File: src/hw/rtl/dcd_pkg.sv
// dcd_pkg: shared types, constants and the month length function for the
// day count to date converter. No dependencies.
package dcd_pkg;

    localparam int unsigned YEAR_BITS  = 12;
    localparam int unsigned MONTH_BITS = 4;
    localparam int unsigned DAY_BITS   = 5;
    localparam int unsigned YDAYS_BITS = 9;

    localparam logic [YEAR_BITS-1:0]  BASE_YEAR   = 12'd1900;
    // 1900 is 0 mod 4, 0 mod 100 and 300 mod 400.
    localparam logic [1:0]            BASE_MOD4   = 2'd0;
    localparam logic [6:0]            BASE_MOD100 = 7'd0;
    localparam logic [8:0]            BASE_MOD400 = 9'd300;
    localparam logic [6:0]            LAST_MOD100 = 7'd99;
    localparam logic [8:0]            LAST_MOD400 = 9'd399;

    localparam logic [YDAYS_BITS-1:0] DAYS_COMMON = 9'd365;
    localparam logic [YDAYS_BITS-1:0] DAYS_LEAP   = 9'd366;

    localparam logic [MONTH_BITS-1:0] MONTH_JAN = 4'd1;
    localparam logic [MONTH_BITS-1:0] MONTH_FEB = 4'd2;
    localparam logic [MONTH_BITS-1:0] MONTH_APR = 4'd4;
    localparam logic [MONTH_BITS-1:0] MONTH_JUN = 4'd6;
    localparam logic [MONTH_BITS-1:0] MONTH_SEP = 4'd9;
    localparam logic [MONTH_BITS-1:0] MONTH_NOV = 4'd11;
    localparam logic [MONTH_BITS-1:0] MONTH_DEC = 4'd12;

    typedef enum logic [1:0] {
        DCD_IDLE,
        DCD_YEAR,
        DCD_MONTH,
        DCD_DONE
    } dcd_state_t;

    typedef struct packed {
        logic load;
        logic year_step;
        logic month_step;
    } dcd_cmd_t;

    typedef struct packed {
        logic year_done;
        logic month_done;
        logic rem_zero;
    } dcd_status_t;

    function automatic logic [DAY_BITS-1:0] month_len(
        input logic [MONTH_BITS-1:0] m,
        input logic                  leap
    );
        logic [DAY_BITS-1:0] len;
        begin
            if (m == MONTH_FEB)
            begin
                len = leap ? 5'd29 : 5'd28;
            end
            else if (m == MONTH_APR || m == MONTH_JUN || m == MONTH_SEP || m == MONTH_NOV)
            begin
                len = 5'd30;
            end
            else
            begin
                len = 5'd31;
            end
            return len;
        end
    endfunction

endpackage

File: src/hw/rtl/day_count_to_date.sv
// day_count_to_date: top level of the day count to Gregorian date converter.
// Depends on dcd_pkg, dcd_ctrl and dcd_datapath.
//
//   Channel | Handshake              | Fields
//   --------+------------------------+----------------------------------
//   day     | day_valid / day_stall  | day_count[DAY_COUNT_BITS-1:0]
//   date    | date_valid / date_stall| day_of_month[4:0], month[3:0], year[11:0]
//
// One item is converted at a time. After acceptance the block steps over
// each whole year in the count and then ends the year walk, then steps over
// each whole month (at most eleven) and ends the month walk before it
// presents the result. A zero count skips the month walk. The year walk, one
// compare and subtract per cycle, takes the bulk of the time. A new item is
// taken only after the result has been taken and the controller has returned
// to idle. Reset returns the controller to idle.
// The result holds on the date ports while date_stall is high, and day_stall
// stays high from acceptance until the result has been taken.
module day_count_to_date #(
    parameter int unsigned DAY_COUNT_BITS = 17
) (
    input  logic                      clk,
    input  logic                      rst_n,
    input  logic                      day_valid,
    output logic                      day_stall,
    input  logic [DAY_COUNT_BITS-1:0] day_count,
    output logic                      date_valid,
    input  logic                      date_stall,
    output logic [4:0]                day_of_month,
    output logic [3:0]                month,
    output logic [11:0]               year
);

    // Command and status between the sequencer and the arithmetic.
    dcd_pkg::dcd_cmd_t    cmd;
    dcd_pkg::dcd_status_t status;

    // The controller walks idle, year, month and done; a zero count skips the
    // month walk and reports day 0 of January 1900.
    dcd_ctrl u_ctrl (
        .clk        (clk),
        .rst_n      (rst_n),
        .day_valid  (day_valid),
        .day_stall  (day_stall),
        .date_valid (date_valid),
        .date_stall (date_stall),
        .status     (status),
        .cmd        (cmd)
    );

    // The datapath keeps the remaining days, the year with its residues
    // mod 4, 100 and 400 for the leap test, and the month.
    dcd_datapath #(
        .DAY_COUNT_BITS (DAY_COUNT_BITS)
    ) u_datapath (
        .clk          (clk),
        .rst_n        (rst_n),
        .day_count    (day_count),
        .cmd          (cmd),
        .status       (status),
        .day_of_month (day_of_month),
        .month        (month),
        .year         (year)
    );

endmodule

File: src/hw/rtl/dcd_datapath.sv
// dcd_datapath: remainder, year, month and leap tracking registers.
// Depends on dcd_pkg; driven by commands from dcd_ctrl.
module dcd_datapath #(
    parameter int unsigned DAY_COUNT_BITS = 17
) (
    input  logic                          clk,
    input  logic                          rst_n,
    input  logic [DAY_COUNT_BITS-1:0]     day_count,
    input  dcd_pkg::dcd_cmd_t             cmd,
    output dcd_pkg::dcd_status_t          status,
    output logic [dcd_pkg::DAY_BITS-1:0]  day_of_month,
    output logic [dcd_pkg::MONTH_BITS-1:0] month,
    output logic [dcd_pkg::YEAR_BITS-1:0] year
);

    logic [DAY_COUNT_BITS-1:0]        rem_reg,    rem_next;
    logic [dcd_pkg::YEAR_BITS-1:0]    year_reg,   year_next;
    logic [dcd_pkg::MONTH_BITS-1:0]   month_reg,  month_next;
    logic [1:0]                       mod4_reg,   mod4_next;
    logic [6:0]                       mod100_reg, mod100_next;
    logic [8:0]                       mod400_reg, mod400_next;

    logic                             leap;
    logic [dcd_pkg::YDAYS_BITS-1:0]   ydays;
    logic [dcd_pkg::DAY_BITS-1:0]     mdays;
    logic [DAY_COUNT_BITS-1:0]        ydays_ext;
    logic [DAY_COUNT_BITS-1:0]        mdays_ext;

    // Year residues are counted alongside the year so the leap test needs no divider.
    assign leap = ((mod4_reg == 2'd0) && (mod100_reg != 7'd0)) || (mod400_reg == 9'd0);
    assign ydays = leap ? dcd_pkg::DAYS_LEAP : dcd_pkg::DAYS_COMMON;
    assign mdays = dcd_pkg::month_len(month_reg, leap);
    assign ydays_ext = DAY_COUNT_BITS'(ydays);
    assign mdays_ext = DAY_COUNT_BITS'(mdays);

    assign status.year_done  = (rem_reg <= ydays_ext);
    assign status.month_done = (month_reg == dcd_pkg::MONTH_DEC) || (rem_reg <= mdays_ext);
    assign status.rem_zero   = (rem_reg == '0);

    always_comb
    begin
        rem_next    = rem_reg;
        year_next   = year_reg;
        month_next  = month_reg;
        mod4_next   = mod4_reg;
        mod100_next = mod100_reg;
        mod400_next = mod400_reg;
        priority if (cmd.load)
        begin
            rem_next    = day_count;
            year_next   = dcd_pkg::BASE_YEAR;
            month_next  = dcd_pkg::MONTH_JAN;
            mod4_next   = dcd_pkg::BASE_MOD4;
            mod100_next = dcd_pkg::BASE_MOD100;
            mod400_next = dcd_pkg::BASE_MOD400;
        end
        else if (cmd.year_step)
        begin
            rem_next    = rem_reg - ydays_ext;
            year_next   = year_reg + 12'd1;
            mod4_next   = mod4_reg + 2'd1;
            mod100_next = (mod100_reg == dcd_pkg::LAST_MOD100) ? 7'd0 : mod100_reg + 7'd1;
            mod400_next = (mod400_reg == dcd_pkg::LAST_MOD400) ? 9'd0 : mod400_reg + 9'd1;
        end
        else if (cmd.month_step)
        begin
            rem_next   = rem_reg - mdays_ext;
            month_next = month_reg + 4'd1;
        end
        else
        begin
            // No command: every register holds its value.
        end
    end

    always_ff @(posedge clk or negedge rst_n)
    begin
        if (!rst_n)
        begin
            rem_reg    <= '0;
            year_reg   <= dcd_pkg::BASE_YEAR;
            month_reg  <= dcd_pkg::MONTH_JAN;
            mod4_reg   <= dcd_pkg::BASE_MOD4;
            mod100_reg <= dcd_pkg::BASE_MOD100;
            mod400_reg <= dcd_pkg::BASE_MOD400;
        end
        else
        begin
            rem_reg    <= rem_next;
            year_reg   <= year_next;
            month_reg  <= month_next;
            mod4_reg   <= mod4_next;
            mod100_reg <= mod100_next;
            mod400_reg <= mod400_next;
        end
    end

    // Once the month walk ends the remainder is at most 31.
    assign day_of_month = rem_reg[dcd_pkg::DAY_BITS-1:0];
    assign month        = month_reg;
    assign year         = year_reg;

    a_month_range: assert property (@(posedge clk) disable iff (!rst_n)
        (month_reg >= dcd_pkg::MONTH_JAN) && (month_reg <= dcd_pkg::MONTH_DEC))
        else $error("month register left 1..12");

    a_century_mod4: assert property (@(posedge clk) disable iff (!rst_n)
        (mod100_reg == 7'd0) |-> (mod4_reg == 2'd0))
        else $error("mod 4 and mod 100 residues out of step");

    a_quad_century: assert property (@(posedge clk) disable iff (!rst_n)
        (mod400_reg == 9'd0) |-> (mod100_reg == 7'd0))
        else $error("mod 100 and mod 400 residues out of step");

    a_year_step: assert property (@(posedge clk) disable iff (!rst_n)
        cmd.year_step |=> (year_reg == 12'($past(year_reg) + 12'd1)))
        else $error("year did not advance on a year step");

endmodule

File: src/hw/rtl/dcd_ctrl.sv
// dcd_ctrl: state machine sequencing the year walk and the month walk.
// Depends on dcd_pkg; commands dcd_datapath.
module dcd_ctrl (
    input  logic                 clk,
    input  logic                 rst_n,
    input  logic                 day_valid,
    output logic                 day_stall,
    output logic                 date_valid,
    input  logic                 date_stall,
    input  dcd_pkg::dcd_status_t status,
    output dcd_pkg::dcd_cmd_t    cmd
);

    dcd_pkg::dcd_state_t state_reg, state_next;

    always_comb
    begin
        state_next = state_reg;
        unique case (state_reg)
            dcd_pkg::DCD_IDLE:
            begin
                if (day_valid)
                begin
                    state_next = dcd_pkg::DCD_YEAR;
                end
            end
            dcd_pkg::DCD_YEAR:
            begin
                if (status.year_done)
                begin
                    state_next = status.rem_zero ? dcd_pkg::DCD_DONE : dcd_pkg::DCD_MONTH;
                end
            end
            dcd_pkg::DCD_MONTH:
            begin
                if (status.month_done)
                begin
                    state_next = dcd_pkg::DCD_DONE;
                end
            end
            dcd_pkg::DCD_DONE:
            begin
                if (!date_stall)
                begin
                    state_next = dcd_pkg::DCD_IDLE;
                end
            end
            default:
            begin
                state_next = dcd_pkg::DCD_IDLE;
            end
        endcase
    end

    always_comb
    begin
        cmd        = '0;
        day_stall  = 1'b1;
        date_valid = 1'b0;
        unique case (state_reg)
            dcd_pkg::DCD_IDLE:
            begin
                day_stall = 1'b0;
                cmd.load  = day_valid;
            end
            dcd_pkg::DCD_YEAR:
            begin
                cmd.year_step = !status.year_done;
            end
            dcd_pkg::DCD_MONTH:
            begin
                cmd.month_step = !status.month_done;
            end
            dcd_pkg::DCD_DONE:
            begin
                date_valid = 1'b1;
            end
            default:
            begin
                cmd = '0;
            end
        endcase
    end

    always_ff @(posedge clk or negedge rst_n)
    begin
        if (!rst_n)
        begin
            state_reg <= dcd_pkg::DCD_IDLE;
        end
        else
        begin
            state_reg <= state_next;
        end
    end

    a_one_cmd: assert property (@(posedge clk) disable iff (!rst_n)
        $onehot0({cmd.load, cmd.year_step, cmd.month_step}))
        else $error("more than one datapath command at once");

    a_month_nonzero: assert property (@(posedge clk) disable iff (!rst_n)
        (state_reg == dcd_pkg::DCD_MONTH) |-> !status.rem_zero)
        else $error("month walk entered with a zero count");

    a_done_settled: assert property (@(posedge clk) disable iff (!rst_n)
        (state_reg == dcd_pkg::DCD_DONE) |->
            (status.year_done && (status.month_done || status.rem_zero)))
        else $error("result presented before both walks finished");

endmodule
File: config.mk
export PLATFORM = sky130hd
export DESIGN_NAME = day_count_to_date
export DESIGN_NICKNAME = d
export VERILOG_FILES = /design/src/hw/rtl/dcd_pkg.sv /design/src/hw/rtl/day_count_to_date.sv /design/src/hw/rtl/dcd_datapath.sv /design/src/hw/rtl/dcd_ctrl.sv
export SDC_FILE = /design/constraint.sdc
export NUM_CORES = 1
export LEC_CHECK = 0
export ABC_AREA = 0
export BUFFER_PORTS_ARGS = -buffer_cell sky130_fd_sc_hd__buf_2
export CAP_MARGIN = 0
export CORE_MARGIN = 3
export CORE_UTILIZATION = 40
export CTS_BUF_LIST = sky130_fd_sc_hd__clkbuf_8
export CTS_CLUSTER_DIAMETER = 50
export DETAILED_ROUTE_END_ITERATION = 10
export HOLD_SLACK_MARGIN = 0.05
export PLACE_DENSITY = 0.66
export SKIP_LAST_GASP = 1
export SYNTH_ARGS = -nofsm -noshare
export SYNTH_HDL_FRONTEND = slang
export SYNTH_SLANG_ARGS = --single-unit
File: constraint.sdc
create_clock -name clk -period 7.05 [get_ports clk]
set_clock_uncertainty 0.05 [all_clocks]
set_input_delay 0.705 -clock clk [delete_from_list [all_inputs] [get_ports clk]]
set_output_delay 0.705 -clock clk [all_outputs]
set_load 0.1 [all_outputs]
==> results.json <==
{
  "drive_above_1_share_pct": 20.5,
  "h-tree-depth": 2,
  "rrSetupSlack_ps": 3160,
  "yosysSeqAreaShare_pct": 35.0,
  "core-area_um2": 9280,
  "yosysTopAreaCell": "dfrtp_1",
  "r2r-start": "u_datapath.mod100_reg[0]",
  "cts_hold_buffers": 0,
  "antenna_found_initial": 0,
  "cts_made_buffers": 5,
  "cp-start-kind": "flip-flop",
  "path_depth": 16,
  "path_max_fanout": 12,
  "grt_usage_pct": 17.0,
  "final_max_slew_viol_count": 0,
  "synth_top_area_share_pct": 26.8,
  "worst_pin_slew_ps": 1110,
  "pwr-share-comb_pct": 2.4,
  "vias": 3179,
  "worstPathCellList": "inv_1 -> ha_1 -> or3b_1 -> o21ai_4 -> nand2_2 -> o21ai_0 -> o21ai_0 -> ha_1 -> nor2b_1 -> o211ai_1 -> a21o_1 -> a31o_2 -> a21oi_2 -> a32o_1 -> xnor2_1 -> o21ai_0",
  "synth-edff-count": 0,
  "p_leak_uw": 0.00174,
  "initial_utilization_pct": 41.2,
  "finalWirelength_um": 8970,
  "antennaDiodeCount": 0,
  "avgSynthCellArea_um2": 8.80,
  "synth.cell_area_um2": 3830,
  "fillCellCount": 926,
  "netlist_top_cells_area": "dfrtp_1, dfstp_2, ha_1",
  "grt_setup_unrepaired": "no",
  "crit_family": "compound AO/OA/AOI/OAI gates",
  "finalNetCount": 503,
  "io_pins": 44,
  "path_buf_inv": 1,
  "criticalPathCategory": "reg2reg",
  "crit_path_top_delay_cell": "a21oi_2",
  "clk_pin_slew_ps": 100,
  "drtPass1Iterations": 4,
  "antenna_left": 0,
  "synth_cell_types": 73,
  "timing.final.crit_share_pct": 55.2,
  "grt_pass1_wl_um": 15300,
  "setup_tns_ps": 0,
  "grt_max_degree": 54,
  "max_freq_mhz": 257,
  "die_h_um": 104,
  "dpl.hpwl_um": 6300,
  "drv_cap": 0,
  "rr_endpoint": "u_datapath.rem_reg[7]",
  "crit_path_start": "u_datapath.mod100_reg[0]",
  "overflow": 0,
  "synth_cells": 435,
  "dieArea_um2": 10800,
  "wl_per_cell_um": 15.1,
  "multi_input_area_um2": 2280,
  "synthArstFlopShare_pct": 100,
  "crit_arrival_ps": 4030,
  "vdd.ir_drop.worst_uv": 78.4,
  "globalplace.congestion": 0.878,
  "cts.sinks": 53,
  "clkLatencyLatePin_ps": 320,
  "cts_root_buf": "clkbuf_8",
  "relSlewSlack_pct": 25.6,
  "setup_viol": 0,
  "drc": 0,
  "post_cts_buffers": 0,
  "port_buffers": 43,
  "hold_class": "in2async",
  "p_sw_uw": 116,
  "grt_pass1_vias": 3156,
  "crit_top_cell": "o21ai_0",
  "die_w_um": 104,
  "synthFlopType": "dfrtp_1",
  "synth_warnings": 0,
  "layout_common_cells": "nand2_1, buf_2, nor2_1, dfrtp_1, a21oi_1",
  "fin_ws_ps": 3160,
  "internal_power_uw": 378,
  "largest_reg_flops": 17,
  "p_seq_share_pct": 61.6,
  "first_iter_violations": 208,
  "worst_r2r_path_depth": 16,
  "cts_max_path_buffers": 2,
  "end_kind": "flip-flop",
  "syn2layout_area_growth_pct": 8.89,
  "netSwitchingFraction_pct": 23.5,
  "power.total_uw": 494,
  "clkPwrFrac_pct": 36.0,
  "post-route-min-period_ps": 3890,
  "ys_seq_elements": 53,
  "vias_per_cell": 5.36,
  "cts_tree": "built",
  "seq_area_um2": 1340,
  "syn_nets": 475,
  "required_ps": 7190,
  "status": "finished clean",
  "p_per_area_nw_per_um2": 118,
  "slowest_delay_ps": 520,
  "worstSetupEndpoint": "u_datapath.rem_reg[7]",
  "preCtsSetupSlack_ps": 3220,
  "final_hold_viol_count": 0,
  "row_count": 35,
  "mostFrequentLayoutCell": "nand2_1",
  "cts_resized": 0
}
power by group through the flow:
stage          Sequential [uW]  Combinational, uW  Clock (uW)
6_report                   304               11.9         178
5_1_grt                    304               13.7         197
4_1_cts                    304               12.5         184
3_5_place_dp               310               12.4           0
3_3_place_gp               310               12.3           0
2_1_floorplan              310             0.0869           0
through the flow:
stage	hold WS, ps	instances	utilization, %	cell area (um^2)
floorplan	359	435	-	3830
global placement	457	585	43.9	4080
detailed placement	474	585	43.9	4080
CTS	482	593	44.9	4170
global route	493	593	44.9	4170
finish	454	593	44.9	4170
worst min-delay path by stage:
stage                            from                       end  slack [ps]  cells after the start
2_1_floorplan                   rst_n       u_ctrl.state_reg[0]         360                      0
3_3_place_gp   u_datapath.mod4_reg[0]    u_datapath.mod4_reg[0]         460                      2
3_5_place_dp   u_datapath.mod4_reg[0]    u_datapath.mod4_reg[0]         470                      2
4_1_cts                         rst_n  u_datapath.mod400_reg[0]         480                      2
5_1_grt                         rst_n       u_datapath.year[11]         490                      2
6_report                        rst_n       u_datapath.year[11]         450                      2
final cells by class:
class,count,share of cell area (%)
well taps,129,3.87
inverters,18,1.62
clock buffers,5,1.65
clock inverters,3,0.480
repair buffers,45,5.52
multi-input cells,340,54.7
flip-flops and latches,53,32.2
synth_stat cells, types with 3 or more instances:
library cell,count
and2_1,5
nor4_1,5
buf_4,7
nor2_1,41
nor3_1,9
mux2i_1,7
a21oi_1,31
clkbuf_1,11
a21o_1,4
o31ai_1,4
buf_2,3
xor2_1,17
nand3_1,17
or3_1,6
o21ai_0,21
a31o_2,3
o211ai_1,8
nand2_1,59
nand2_2,4
ha_1,18
dfstp_2,12
nor4_4,3
o21ai_1,3
xnor2_1,12
inv_1,18
nand4_1,7
and3_1,6
dfrtp_1,41
per-layer routing:
layer	global-route usage (%)	vias to the layer above	part of all wire [%]
li1	-	1587	-
met1	23.6	1496	48
met2	27.1	87	45
met3	3.93	9	5.5
met4	3.89	0	0.97
met5	0	-	0
kinds of logic (layout without fill, tap and decap cells):
logic type               Yosys count  in the layout  synth area share (%)
XOR/XNOR                          29             29                  6.64
AND/OR/NAND/NOR                  183            183                  26.1
flip-flops                        53             53                  35.0
multiplexers                       8              8                  2.12
buffers and inverters             42             71                  5.43
adder cells (fa/ha/maj)           19             19                  6.41
AO/OA/AOI/OAI                    101            101                  18.3
(Power assumes the default switching activity.)
